**src/sv/tun_pkg.sv**
```systemverilog
// Package for the triangle unit normal block: widths, types and constants.
// Depends on nothing; every other file imports it.
`default_nettype none
package tun_pkg;
   localparam int CoordBits = 24;
   localparam int EdgeBits = CoordBits + 1;
   localparam int CrossBits = 2 * EdgeBits + 1;
   localparam int MagBits = 31;
   localparam int SumBits = 2 * MagBits + 2;
   localparam int RootBits = SumBits / 2;
   localparam int FracBits = 15;
   localparam int NormBits = 16;
   localparam int QuoBits = MagBits + FracBits;
   localparam int ShiftBits = 6;
   localparam int CfgBits = 16;
   localparam logic [CfgBits-1:0] MinLengthReset = 16'd17;

   typedef struct packed {
      logic signed [CoordBits-1:0] v1_x, v1_y, v1_z, v2_x, v2_y, v2_z, v3_x, v3_y, v3_z;
   } req_type;

   typedef struct packed {
      logic signed [NormBits-1:0] normal_x, normal_y, normal_z;
      logic degenerate;
   } rsp_type;

   // Work carried from cell to cell down the chain.
   typedef struct packed {
      logic                   valid;
      logic [2:0]             neg;
      logic [MagBits-1:0]     m0, m1, m2;
      logic [SumBits-1:0]     rem;
      logic [RootBits-1:0]    root;
      logic                   unscaled;
   } work_type;

   typedef struct packed {
      logic                   valid;
      logic [2:0]             neg;
      logic [MagBits-1:0]     m0, m1, m2;
      logic [RootBits-1:0]    len;
      logic                   degen;
      logic [QuoBits-1:0]     r0, r1, r2;
      logic [QuoBits-1:0]     q0, q1, q2;
   } div_type;
endpackage
`default_nettype wire

```
**src/sv/tun_sqrt_cell.sv**
```systemverilog
// One cell of the square root chain: settles one root bit per cycle while advance is high.
// Depends on tun_pkg.
`default_nettype none
module tun_sqrt_cell
   import tun_pkg::*;
(
   input  wire logic                 clock,
   input  wire logic                 reset,
   input  wire logic                 advance,
   input  wire logic [ShiftBits-1:0] step,
   input  work_type                  up,
   output work_type                  down
);
   work_type down_ff, down_in;
   logic [ShiftBits-1:0] p;
   logic [SumBits+1:0] sub;
   logic [SumBits+1:0] trial;

   // The root bit settled here sits at position p; the trial subtracts
   // (2*root + 2^p) * 2^p from the remainder N - root^2.
   always_comb begin
      down_in = up;
      p = ShiftBits'(RootBits - 1) - step;
      sub = ((SumBits + 2)'({up.root, 1'b0}) | ((SumBits + 2)'(1) << p)) << p;
      trial = {2'b00, up.rem} - sub;
      if (!trial[SumBits+1]) begin
         down_in.rem = trial[SumBits-1:0];
         down_in.root = up.root | (RootBits'(1) << p);
      end
   end

   always_ff @(posedge clock) begin
      if (reset) begin
         down_ff.valid <= 1'b0;
      end else if (advance) begin
         down_ff <= down_in;
      end
   end
   assign down = down_ff;
endmodule
`default_nettype wire

```
**config.mk**
```make
export PLATFORM = sky130hd
export DESIGN_NAME = tun_sqrt_cell
export DESIGN_NICKNAME = d
export VERILOG_FILES = /design/src/sv/tun_pkg.sv /design/src/sv/tun_sqrt_cell.sv
export SDC_FILE = /design/constraint.sdc
export NUM_CORES = 1
export LEC_CHECK = 0
export ABC_AREA = 1
export BUFFER_PORTS_ARGS = -buffer_cell sky130_fd_sc_hd__buf_2
export CORE_MARGIN = 2
export CORE_UTILIZATION = 35
export DETAILED_ROUTE_END_ITERATION = 10
export PLACE_DENSITY_LB_ADDON = 0.3
export SLEW_MARGIN = 20
export SYNTH_ARGS = -nofsm -noshare
export SYNTH_HDL_FRONTEND = slang
export SYNTH_SLANG_ARGS = --single-unit
```
**constraint.sdc**
```tcl
create_clock -name clock -period 22.8 [get_ports clock]
set_clock_uncertainty 0.2 [all_clocks]
set_input_delay 4.56 -clock clock [delete_from_list [all_inputs] [get_ports clock]]
set_output_delay 4.56 -clock clock [all_outputs]
set_load 0.05 [all_outputs]
```
==> qor.csv <==
metric,value,unit
io_buffers,396,
synth_area,15410,um^2
max_freq,89.68,MHz
die-area,45730,um^2
cts-root-buf,clkbuf_16,
drive_gt1_share,22.37,%
wire_per_inst,21.22,um
hold_path_depth,2,
dp_hpwl,50.51,mm
die_x,213.9,um
post_cts_buffers,0,
max-vdd-ir-drop,0.04068,mV
clock-sinks,194,
wl,63.20,mm
hold_class,flip-flop to flip-flop,
crit_top_cell,nand2_1,
synth.distinct_cells,45,
syn_avg_cell_area,7.519,um^2
ys_async_sr_fraction,0,%
vias,16020,
grt_usage,27.17,%
crit_slowest_cell,buf_4,
powerDensity,70.77,nW/um^2
postCtsResizedCells,0,
layout_setup_ws,11650,ps
path_class,input port to flip-flop,
synth_ff_type,edfxtp_1,
cp-start-kind,input port,
area_growth,19.07,%
cp_data_arrival_time,11290,ps
dpl_worst_slack,11320,ps
grt_pass1_vias,14990,
ios,397,
worstPathMaxFanout,62,
drtPass1Iterations,6,
cts_buffer_depth,2,
place.gp.congestion,0.9912,
yosysWarnings,0,
clkLatencyLatePin,470,ps
holdWs,268.9,ps
period_share,48.91,%
cts_tree,built,
synth-edff-count,193,
hold_viol,0,
crit_path_end_kind,flip-flop,
slew_headroom,26.06,%
dpl-instance-area,17690,um^2
viasPerCell,5.378,
rsz0062_at_grt,no,
tns,0,ps
htreeDepth,4,
cap_violations,0,
drc_errors,0,
cts_buffers,17,
leakage,0.008157,uW
initial_core_util,35.62,%
die_y,213.9,um
clk_pin_slew,80,ps
synth.yosys.seq_area_share,37.73,%
worstPathRequired,22940,ps
netlist_instances,2050,
drt_iter0_markers,1781,
ant_nets,0,
syn-num-nets,2318,
std_cell_rows,76,
cts_hold_repair.buffers,0,
antenna_found_initial,2,
slew_viol_final,0,
largest_reg_flops,194,
coreArea,43270,um^2
post-route-util,42.42,%
setup-violations-final,0,
grt_max_degree,113,
min_period,11150,ps
layout.nets,2647,
synth_seq_cells,194,
worst_pin_slew,1109,ps
status,completed,
grt-ovfl-total,0,
max_stage_delay,760,ps
reg2reg_depth,2,
grt_first_pass_wirelength,92.30,mm
fin_area,18350,um^2
==> synth_stat cells (all sizes together) (2+ instances only) <==
master  number  area (um^2)
a21oi       88        440.4
o21bai      10        75.07
nand2      476         1797
nand4       36        225.2
or2          8        50.05
clkbuf      26        97.59
and2         3        18.77
a31o         2        17.52
nor2       204        805.8
xnor2        7        61.31
a21boi       8        60.06
edfxtp     193         5796
a31oi       16        100.1
nand3b       7        52.55
a211oi       2        15.01
nor3        12        71.32
inv        189        709.4
o211ai       9        67.56
xor2        43        376.6
a22o         2        17.52
o21ai      104        520.5
buf         73        456.7
a21o        11        82.58
nor4         8        50.05
o21a         9        67.56
nand3      433         2505
ha          64        800.8
==> layout make-up <==
cell class                      count  area (um^2)
Sequential cell                   194         5816
Fill cell                        4495        24910
Antenna cell                        1        2.502
Clock inverter                     15        231.5
Tap cell                          585        732.0
Clock buffer                       17        425.4
Multi-Input combinational cell   1568         8357
Timing Repair Buffer              409         2079
Inverter                          189        709.4
==> placed cells by master (no fill, tap or decap), types with 2 or more instances in the layout <==
master	instances
a211oi_1	2
a21boi_0	8
a21o_1	11
a21oi_1	88
a22o_1	2
a31o_2	2
a31oi_1	16
and2_1	3
buf_2	396
buf_4	13
clkbuf_16	17
clkinv_8	7
edfxtp_1	193
ha_1	64
inv_1	186
inv_2	3
inv_6	2
inv_8	3
nand2_1	471
nand2_2	4
nand3_1	367
nand3_2	64
nand3_4	2
nand3b_1	7
nand4_1	36
nor2_1	195
nor2_2	4
nor2_4	5
nor3_1	11
nor4_1	8
o211ai_1	9
o21a_1	9
o21ai_0	104
o21bai_1	10
or2_2	8
xnor2_1	7
xor2_1	43
==> report_power, final <==
group | internal [uW] | switching, uW | total [uW]
clock | 163 | 173 | 336
sequential | 433 | 8.02 | 441
combinational | 137 | 384 | 521
==> final timing paths <==
kind,endpoint,slack [ps],start
min reg2reg,down[193],270,down[193]
max reg2reg,down[193],22030,down[193]
max,down[35],11650,step[0]
min,down[193],270,down[193]
==> per-stage QoR <==
step	instances	power, uW
4_1_cts	2977	1302
3_5_place_dp	2945	963.1
6_report	2978	1299
5_1_grt	2978	1364
2_1_floorplan	2050	822.5
3_3_place_gp	2945	962.2
==> kinds of logic (layout without fill, tap and decap cells) <==
logic type                 after synthesis  after routing  share of synthesized area [%]
DFF                                    194            194                          37.73
buffers and inverters                  288            630                          8.199
adders and majority gates               65             65                          5.325
and+or+nand+nor                       1188           1188                          36.21
xor gates and xnor gates                50             50                          2.841
AOI/OAI and AO/OA                      265            265                          9.692
other                                    0              1                              0
==> metal layers <==
metal | part of all wire [%] | global-route usage [%]
met5 | 0 | 0
met4 | 3.7 | 10.37
met3 | 7.7 | 4.452
met2 | 46 | 44.92
met1 | 42 | 35.63
==> critical path, delay by kind of cell <==
family / cells / cell delay, ps
buffers and inverters: 5 / 2180
AO/OA/AOI/OAI: 3 / 600
AND/OR/NAND/NOR: 21 / 3330
adder cells (fa/ha/maj): 1 / 410
No activity file was read; power rests on OpenSTA's default activity.
