## config.mk

```make
export PLATFORM = sky130hd
export DESIGN_NAME = tun_div_cell
export DESIGN_NICKNAME = d
export VERILOG_FILES = /design/src/sv/tun_pkg.sv /design/src/sv/tun_div_cell.sv
export SDC_FILE = /design/constraint.sdc
export NUM_CORES = 1
export LEC_CHECK = 0
export BUFFER_PORTS_ARGS = -buffer_cell sky130_fd_sc_hd__buf_2
export CAP_MARGIN = 20
export CELL_PAD_IN_SITES_DETAIL_PLACEMENT = 1
export CELL_PAD_IN_SITES_GLOBAL_PLACEMENT = 1
export CORE_AREA = 2 2 322 324
export CTS_CLUSTER_DIAMETER = 150
export DETAILED_ROUTE_END_ITERATION = 10
export DIE_AREA = 0 0 324 326
export GPL_TIMING_DRIVEN = 1
export PLACE_DENSITY = 0.44
export SKIP_LAST_GASP = 1
export SLEW_MARGIN = 20
export SYNTH_ARGS = -nofsm -noshare
export SYNTH_HDL_FRONTEND = slang
export SYNTH_SLANG_ARGS = --single-unit
```

## constraint.sdc

```tcl
create_clock -name clock -period 38.9 [get_ports clock]
set_input_delay 1.945 -clock clock [delete_from_list [all_inputs] [get_ports clock]]
set_output_delay 1.945 -clock clock [all_outputs]
set_load 0.01 [all_outputs]
```

## src/sv/tun_pkg.sv

```systemverilog
// Package for the triangle unit normal block: widths, types and constants.
// Depends on nothing; every other file imports it.
`default_nettype none
package tun_pkg;
   localparam int CoordBits = 24;
   localparam int EdgeBits = CoordBits + 1;
   localparam int CrossBits = 2 * EdgeBits + 1;
   localparam int MagBits = 31;
   localparam int SumBits = 2 * MagBits + 2;
   localparam int RootBits = SumBits / 2;
   localparam int FracBits = 15;
   localparam int NormBits = 16;
   localparam int QuoBits = MagBits + FracBits;
   localparam int ShiftBits = 6;
   localparam int CfgBits = 16;
   localparam logic [CfgBits-1:0] MinLengthReset = 16'd17;

   typedef struct packed {
      logic signed [CoordBits-1:0] v1_x, v1_y, v1_z, v2_x, v2_y, v2_z, v3_x, v3_y, v3_z;
   } req_type;

   typedef struct packed {
      logic signed [NormBits-1:0] normal_x, normal_y, normal_z;
      logic degenerate;
   } rsp_type;

   // Work carried from cell to cell down the chain.
   typedef struct packed {
      logic                   valid;
      logic [2:0]             neg;
      logic [MagBits-1:0]     m0, m1, m2;
      logic [SumBits-1:0]     rem;
      logic [RootBits-1:0]    root;
      logic                   unscaled;
   } work_type;

   typedef struct packed {
      logic                   valid;
      logic [2:0]             neg;
      logic [MagBits-1:0]     m0, m1, m2;
      logic [RootBits-1:0]    len;
      logic                   degen;
      logic [QuoBits-1:0]     r0, r1, r2;
      logic [QuoBits-1:0]     q0, q1, q2;
   } div_type;
endpackage
`default_nettype wire

```

## src/sv/tun_div_cell.sv

```systemverilog
// One cell of the divider chain: one quotient bit per component per cycle while advance is high.
// Depends on tun_pkg.
`default_nettype none
module tun_div_cell
   import tun_pkg::*;
(
   input  wire logic                 clock,
   input  wire logic                 reset,
   input  wire logic                 advance,
   input  wire logic [ShiftBits-1:0] step,
   input  div_type                   up,
   output div_type                   down
);
   div_type down_ff, down_in;

   function automatic logic [QuoBits:0] nxt(input logic [QuoBits-1:0] r,
                                            input logic b,
                                            input logic [RootBits-1:0] d);
      logic [QuoBits:0] t;
      logic [QuoBits:0] s;
      begin
         t = {r, b};
         s = t - (QuoBits + 1)'(d);
         if (!s[QuoBits])
            nxt = {1'b1, s[QuoBits-1:0]};
         else
            nxt = {1'b0, t[QuoBits-1:0]};
      end
   endfunction

   logic [ShiftBits-1:0] bit_pos;
   logic [QuoBits-1:0] n0, n1, n2;
   logic [QuoBits:0] a0, a1, a2;
   always_comb begin
      bit_pos = ShiftBits'(QuoBits - 1) - step;
      n0 = {up.m0, {FracBits{1'b0}}};
      n1 = {up.m1, {FracBits{1'b0}}};
      n2 = {up.m2, {FracBits{1'b0}}};
      a0 = nxt(up.r0, n0[bit_pos], up.len);
      a1 = nxt(up.r1, n1[bit_pos], up.len);
      a2 = nxt(up.r2, n2[bit_pos], up.len);
      down_in = up;
      down_in.r0 = a0[QuoBits-1:0];
      down_in.r1 = a1[QuoBits-1:0];
      down_in.r2 = a2[QuoBits-1:0];
      down_in.q0 = {up.q0[QuoBits-2:0], a0[QuoBits]};
      down_in.q1 = {up.q1[QuoBits-2:0], a1[QuoBits]};
      down_in.q2 = {up.q2[QuoBits-2:0], a2[QuoBits]};
   end

   always_ff @(posedge clock) begin
      if (reset) begin
         down_ff.valid <= 1'b0;
      end else if (advance) begin
         down_ff <= down_in;
      end
   end
   assign down = down_ff;
endmodule
`default_nettype wire

```

==> flow_summary.toml, run 1 <==
[floorplan]
num_rows = 118
dieArea_mm2 = 0.106
initial_utilization_pct = 19.9
io_pins = 821
coreArea_mm2 = 0.103
fp.dieH_um = 326
die_width_um = 324

[grt]
grtUsageTotal_pct = 18.0
initial_antenna_violation_count = 43
first_global_vias = 18000
maximum_number_of_pins_on_one_net_before_global_route_repair = 168
wire_length_of_the_first_global_routing_pass_um = 136000
grt.overflow.total = 0

[job]
drv.max_cap_violation_count = 0

[timing]
totalNegativeSetupSlack_ns = 0
max_freq_mhz = 126
worst_slack_ns = 30.98
number_of_hold_slack_violations_in_the_final_timing_report = 0
setup_viol = 0
grt_setup_unrepaired = "no"
worstMarginPinSlew_ns = 1.16
period_minus_slack_ns = 7.92
finalClockSkew_ns = 0
maxSlewViolCount = 0
max_slew_margin_pct = 22.6
layout_worst_path_cycle_share_pct = 20.3

[logic_synthesis]
async_reset_ff_share_pct = 0
synthesis.area_per_instance_um2 = 12.4
post_synth_instance_area_mm2 = 0.0204
syn_nets = 2161
synthesis.yosys.warnings = 0
synth.ff_latch_count = 406
ys_seq_area_share_pct = 59.6
synth_top_flop_cell = "edfxtp_1"
netlist.top_cell.by_area = "edfxtp_1"
instance_count_of_the_mapped_netlist = 1646
synth_edf_count = 405
post-synth-top-area-fraction_pct = 59.5
synthTopCellsByArea = "edfxtp_1, ha_1, nand2_1, o21ai_0, xnor2_1"
yosysUniqueCellTypes = 86

[final_layout]
layout.cells.non_filler = 3921
area_growth_syn_to_layout_pct = 36.9
net_total_in_the_final_layout = 2993
largest_register_ff_count = 406
n_fill_cell = 11700
drive_above_1_share_pct = 37.9

[routing]
detailroute.via_count = 17100
route.detailed.drc = 0
detail_route.vias_per_cell = 4.37
drt-total-wl_um = 98300
drt-pass1-iter-count = 7
first_iter_violations = 954
route.detailed.wl_per_inst_um = 25.1
antenna_violating_nets_post_route = 0

[cts]
ctsLongestPathBuffers = 3
cts.clk_slew.worst_paths_ns = 0.06
cts_made_buffers = 52
clk_root_buffer_cell = "clkbuf_16"
post_cts_resize_count = 0
clock_tree.htree_level_count = 2
cts.sink_count = 406
cts_tree = "yes"
post_cts_setup_repair_bufs = 0
clk-insertion-delay-late_ns = 0.62
quantity_of_hold_fixing_buffers_added_after_cts = 0

[worst_setup_path]
worstPathMaxFanout = 44
criticalPathCategory = "input port to flop"
critPathCaptureType = "flop"
worstReg2RegEnd = "down[405]$_SDFFE_PP0P_"
worst_ep_arrival_time_ns = 8.28
timing.critical_path.required_ns = 39.26
reg2reg_from = "down[405]$_SDFFE_PP0P_"
critical_path.startpoint_type = "input port"
reg2reg_slack_ns = 38.32
reg2reg_depth = 2

[min_path]
hp-class = "flop to flop"
timing.hold.worst_path_depth = 2
hold_path_startpoint = "down[405]$_SDFFE_PP0P_"
min_to = "down[405]$_SDFFE_PP0P_"

[outcome]
run_status = "complete, no violations"

[placed_design]
placement.io_buffers = 817
place_inst = 3804
finalWeightedCongestion = 0.887
dp.final_hpwl_um = 82400
dpl_worst_slack_ns = 30.00

[power_and_ir_drop]
vdd_ir_drop_max_mv = 0.0355
power_density_over_cell_area_mw_per_mm2 = 45.1
p_leak_nw = 11.3
## where the power goes
part	internal (mW)	switching, mW	total (mW)
Clock	0.290	0.207	0.497
Combinational	0.0868	0.146	0.233
Sequential	0.521	0.00995	0.531
## layout by cell type, fill, tap and decap left out, types with 10 or more instances in the layout
master	n
a211oi_1	14
a21o_1	28
a21oi_1	105
a31oi_1	17
buf_2	817
buf_4	10
clkbuf_1	12
clkbuf_16	53
clkinv_1	11
diode_2	23
edfxtp_1	405
ha_1	97
inv_1	58
mux2i_1	11
mux4_2	18
nand2_1	179
nand2b_1	18
nand3_1	28
nand4_1	22
nor2_1	68
nor2b_1	13
nor3_1	33
nor4_1	19
o211ai_1	13
o21a_1	15
o21ai_0	130
o21ai_1	18
o21bai_1	12
o31ai_1	13
or3_1	12
xnor2_1	66
xor2_1	61
## critical path, cell delays in order
cell	delay, ns
buf_2	0.52
ha_1	0.34
xor2_1	0.36
buf_4	0.24
mux4_2	0.56
a31oi_1	0.42
ha_1	0.35
fa_1	0.25
nand2b_1	0.14
a21oi_1	0.16
o21ai_1	0.37
a211oi_2	0.15
nor3_1	0.52
o211ai_1	0.27
xnor2_4	0.56
buf_4	0.53
inv_2	0.18
mux2_1	0.36
## cell type report
class / count / area [um2] / share of cell area, %
diodes: 23 / 57.6 / 0.206
clock buffers: 65 / 1370 / 4.90
clock inverters: 29 / 352 / 1.26
inverters: 60 / 225 / 0.805
multi-input cells: 1130 / 7870 / 28.1
flip-flops and latches: 406 / 12200 / 43.6
well taps: 1380 / 1730 / 6.17
repair buffers: 828 / 4180 / 15.0
## synth_stat cells, types with 4 or more instances
master / count
o211ai_1: 13
a211oi_1: 14
a31oi_1: 17
nand2b_1: 18
xnor2_1: 67
mux2_2: 6
mux4_2: 18
mux2i_1: 11
ha_1: 97
clkbuf_1: 34
nor4_1: 19
o22ai_1: 4
or4_1: 8
nor2_1: 68
or2_2: 4
a31o_2: 4
o21bai_1: 12
nand4_1: 22
and3_1: 7
o41ai_1: 4
o21ai_0: 130
buf_2: 12
a221oi_1: 5
nor2b_1: 14
a21o_1: 28
and2_1: 6
a21oi_1: 105
xor2_1: 62
inv_1: 58
nor3_1: 33
edfxtp_1: 405
o21a_1: 15
nand2_1: 179
or3_1: 12
nand3_1: 28
o31ai_1: 13
o21ai_1: 18
## per-layer routing
metal	track usage, %	vias to the layer above	part of all wire [%]
met5	0	-	0.10
met4	3.56	16	1.7
met3	5.01	116	7.3
met2	29.3	528	47
met1	23.8	8497	44
li1	-	7984	-
## how the worst max path moves through the flow
stage | slack [ns] | from | endpoint
floorplan | 17.84 | reset | down[0]$_DFFE_PP_
global placement | 30.03 | step[1] | down[245]$_DFFE_PP_
detailed placement | 30.00 | step[1] | down[245]$_DFFE_PP_
CTS | 30.68 | step[1] | down[245]$_DFFE_PP_
global route | 30.48 | step[1] | down[245]$_DFFE_PP_
finish | 30.98 | step[1] | down[245]$_DFFE_PP_
## metrics by stage
stage                     hold slack (ns)  total power [mW]  cell area (um2)  util [%]
after floorplan                     0.528             0.673            20400         -
after global placement              0.480             0.775            26200      25.5
after detailed placement            0.494             0.776            26200      25.5
after CTS                           0.516              1.29            27900      27.2
after global routing                0.565              1.32            27900      27.2
final                               0.506              1.26            28000      27.3
## cells by family after synthesis
kind of cell	share of synthesized area [%]
and+or+nand+nor	10.4
xor gates and xnor gates	5.53
adders and majority gates	6.23
buffers and inverters	2.15
AOI/OAI and AO/OA	13.1
muxes	3.02
DFF	59.6
Note: power is estimated with default switching activity, not from simulation.
==> run 2: changes to the inputs <==
--- a/config.mk
+++ b/config.mk
@@ -5,16 +5,17 @@
 export SDC_FILE = /design/constraint.sdc
 export NUM_CORES = 1
 export LEC_CHECK = 0
+export ABC_AREA = 1
 export BUFFER_PORTS_ARGS = -buffer_cell sky130_fd_sc_hd__buf_2
 export CAP_MARGIN = 20
 export CELL_PAD_IN_SITES_DETAIL_PLACEMENT = 1
 export CELL_PAD_IN_SITES_GLOBAL_PLACEMENT = 1
-export CORE_AREA = 2 2 322 324
+export CORE_AREA = 2 2 324 326
 export CTS_CLUSTER_DIAMETER = 150
 export DETAILED_ROUTE_END_ITERATION = 10
-export DIE_AREA = 0 0 324 326
+export DIE_AREA = 0 0 326 328
 export GPL_TIMING_DRIVEN = 1
-export PLACE_DENSITY = 0.44
+export PLACE_DENSITY = 0.54
 export SKIP_LAST_GASP = 1
 export SLEW_MARGIN = 20
 export SYNTH_ARGS = -nofsm -noshare
==> constraint.sdc (replaced) <==
create_clock -name clock -period 7.9 [get_ports clock]
set_input_delay 0.395 -clock clock [delete_from_list [all_inputs] [get_ports clock]]
set_output_delay 0.395 -clock clock [all_outputs]
set_load 0.01 [all_outputs]
==> flow_summary.toml, run 2 <==
[worst_setup_path]
reg2reg_from = "down[405]$_SDFFE_PP0P_"
timing.critical_path.required_ns = 8.39
criticalPathCategory = "input port to flop"
reg2reg_slack_ns = 6.76
critPathCaptureType = "flop"
worstReg2RegEnd = "down[405]$_SDFFE_PP0P_"
critical_path.startpoint_type = "input port"
reg2reg_depth = 3
worst_ep_arrival_time_ns = 5.68
worstPathMaxFanout = 26

[cts]
cts_made_buffers = 50
ctsLongestPathBuffers = 3
cts.clk_slew.worst_paths_ns = 0.06
cts_tree = "yes"
post_cts_setup_repair_bufs = 0
clock_tree.htree_level_count = 2
clk-insertion-delay-late_ns = 0.62
clk_root_buffer_cell = "clkbuf_16"
cts.sink_count = 406

[timing]
maxSlewViolCount = 0
layout_worst_path_cycle_share_pct = 65.7
number_of_hold_slack_violations_in_the_final_timing_report = 0
worstMarginPinSlew_ns = 0.973
max_freq_mhz = 193
totalNegativeSetupSlack_ns = 0
finalClockSkew_ns = 0
max_slew_margin_pct = 35.2
fin_worst_hold_slack_ns = 0.0502
period_minus_slack_ns = 5.19
grt_setup_unrepaired = "no"
setup_viol = 0

[logic_synthesis]
ys_seq_area_share_pct = 48.4
instance_count_of_the_mapped_netlist = 3319
synth.ff_latch_count = 406
synth_edf_count = 405
synthesis.yosys.warnings = 0
synthesis.area_per_instance_um2 = 7.58
synth_most_common_cell = "nand2_1"
netlist_top_cells_count = "nand2_1, inv_1, edfxtp_1, nor2_1, nand3_1"
synthTopCellsByArea = "edfxtp_1, nand2_1, inv_1, ha_1, nor2_1"
syn_nets = 3834
yosysUniqueCellTypes = 35
async_reset_ff_share_pct = 0
synth_top_flop_cell = "edfxtp_1"
post_synth_instance_area_mm2 = 0.0251
post-synth-top-area-fraction_pct = 48.4
netlist.top_cell.by_area = "edfxtp_1"

[power_and_ir_drop]
vdd_ir_drop_max_mv = 0.142
power_density_over_cell_area_mw_per_mm2 = 185
p_leak_nw = 17.5

[routing]
route.detailed.drc = 0
drt-total-wl_um = 141000
route.detailed.wl_per_inst_um = 24.1
antenna_violating_nets_post_route = 0
detail_route.vias_per_cell = 4.43
detailroute.via_count = 26000
drt-pass1-iter-count = 5
first_iter_violations = 1449

[final_layout]
drive_above_1_share_pct = 20.8
largest_register_ff_count = 406
area_growth_syn_to_layout_pct = 39.5
seqCellArea_mm2 = 0.0122
n_fill_cell = 12900
mostFrequentLayoutCells = "nand2_1, buf_2, inv_1"
area_used_by_multi_input_combinational_logic_mm2 = 0.0107
net_total_in_the_final_layout = 4934
layout_commonest_cell = "nand2_1"

[grt]
grtUsageTotal_pct = 25.7
first_global_vias = 26300
initial_antenna_violation_count = 70
wire_length_of_the_first_global_routing_pass_um = 196000
grt.overflow.total = 0
maximum_number_of_pins_on_one_net_before_global_route_repair = 150

[min_path]
min_to = "down[148]$_DFFE_PP_"
hold_path_startpoint = "up[147]"
timing.hold.worst_path_depth = 3
hp-class = "input port to flop"

[placed_design]
dp.final_hpwl_um = 120000
finalWeightedCongestion = 0.954
placement.io_buffers = 817

[floorplan]
num_rows = 118
fp.dieH_um = 328
initial_utilization_pct = 24.4
dieArea_mm2 = 0.107
coreArea_mm2 = 0.103
die_width_um = 326
io_pins = 821

[job]
drv.max_cap_violation_count = 0

[outcome]
run_status = "complete, no violations"
[run 2: changes by cell type in the layout (fill, tap and decap cells not counted), moves of 27 or more]
| cell | delta |
|---|---|
| a21oi_1 | -36 |
| inv_1 | +479 |
| a21o_1 | -27 |
| xnor2_1 | -62 |
| nand3_1 | +146 |
| nor2_1 | +236 |
| o21ai_0 | -88 |
| dlygate4sd3_1 | +265 |
| nand2_1 | +1287 |
[run 2: power breakdown]
group | switching, mW | leakage, nW | internal (mW)
Sequential | 0.0466 | 3.78 | 2.57
Clock | 1.02 | 0.769 | 1.30
Combinational | 1.05 | 12.9 | 0.531
Total | 2.11 | 17.5 | 4.39
[run 2: metal layers]
| metal | up-vias | wire length (um) | track usage (%) |
|---|---|---|---|
| met2 | 724 | 70300 | 45.9 |
| met4 | 20 | 3150 | 5.78 |
| li1 | 12600 | - | - |
| met3 | 207 | 8870 | 6.35 |
| met1 | 12400 | 59000 | 30.9 |
| met5 | - | 126 | 0 |
[run 2: worst max-delay path, cell delays in order]
cell	delay, ns
buf_2	0.44
ha_1	0.28
xor2_1	0.65
inv_1	0.34
nand2_1	0.14
nor2_1	0.05
nand2_1	0.06
nand3_1	0.10
nand2_1	0.08
nand2_1	0.06
nand2_1	0.12
inv_1	0.06
ha_1	0.21
fa_1	0.41
inv_1	0.14
nand2_1	0.07
nand3_1	0.23
nand2_1	0.09
nand2_1	0.18
nand3_2	0.13
nand2_2	0.08
nand2_1	0.05
nand2_1	0.67
buf_4	0.45
nand2_1	0.08
nand2_1	0.08
[run 2: cell families (layout without fill, tap and decap cells)]
| kind of cell | Yosys count | after routing | synth area share [%] |
|---|---|---|---|
| other | 0 | 24 | 0 |
| XOR/XNOR | 72 | 72 | 2.51 |
| AND/OR/NAND/NOR | 2029 | 2029 | 32.1 |
| flip-flops | 406 | 406 | 48.4 |
| AO/OA/AOI/OAI | 127 | 127 | 2.64 |
| adder cells (fa/ha/maj) | 100 | 100 | 5.07 |
| buffers and inverters | 585 | 1724 | 9.23 |
[run 2: repair_timing]
| action | 4_1_cts | 5_1_grt |
|---|---|---|
| hold buffers | 263 | 2 |
| resized for setup | 0 | 0 |
| endpoints found under the hold margin | 262 | 2 |
[run 2: worst max path at each step]
| stage | start | to | cells past startpoint |
|---|---|---|---|
| final | step[1] | down[187]$_DFFE_PP_ | 26 |
| after global routing | step[1] | down[158]$_DFFE_PP_ | 24 |
| after CTS | step[1] | down[214]$_DFFE_PP_ | 26 |
| after detailed placement | step[1] | down[214]$_DFFE_PP_ | 26 |
| after global placement | step[1] | down[190]$_DFFE_PP_ | 26 |
| after floorplan | advance | down[0]$_DFFE_PP_ | 2 |
[run 2: cell type report]
type	instances	area share, %
Antenna cell	24	0.171
Timing Repair Buffer	1090	19.5
Multi-Input combinational cell	2328	30.4
Sequential cell	406	34.7
Inverter	543	5.81
Clock inverter	33	0.888
Tap cell	1380	4.92
Clock buffer	58	3.65
[run 2: per-stage QoR]
stage	util, %	instances	power (mW)	setup slack (ns)	instance area [um2]
after global routing	34.0	5855	6.83	2.24	35100
final	34.0	5862	6.51	2.71	35100
after floorplan	-	3319	3.43	1.06	25200
after global placement	29.8	5482	4.11	2.13	30800
after CTS	33.9	5836	6.61	2.73	35000
after detailed placement	29.8	5482	4.12	2.06	30800
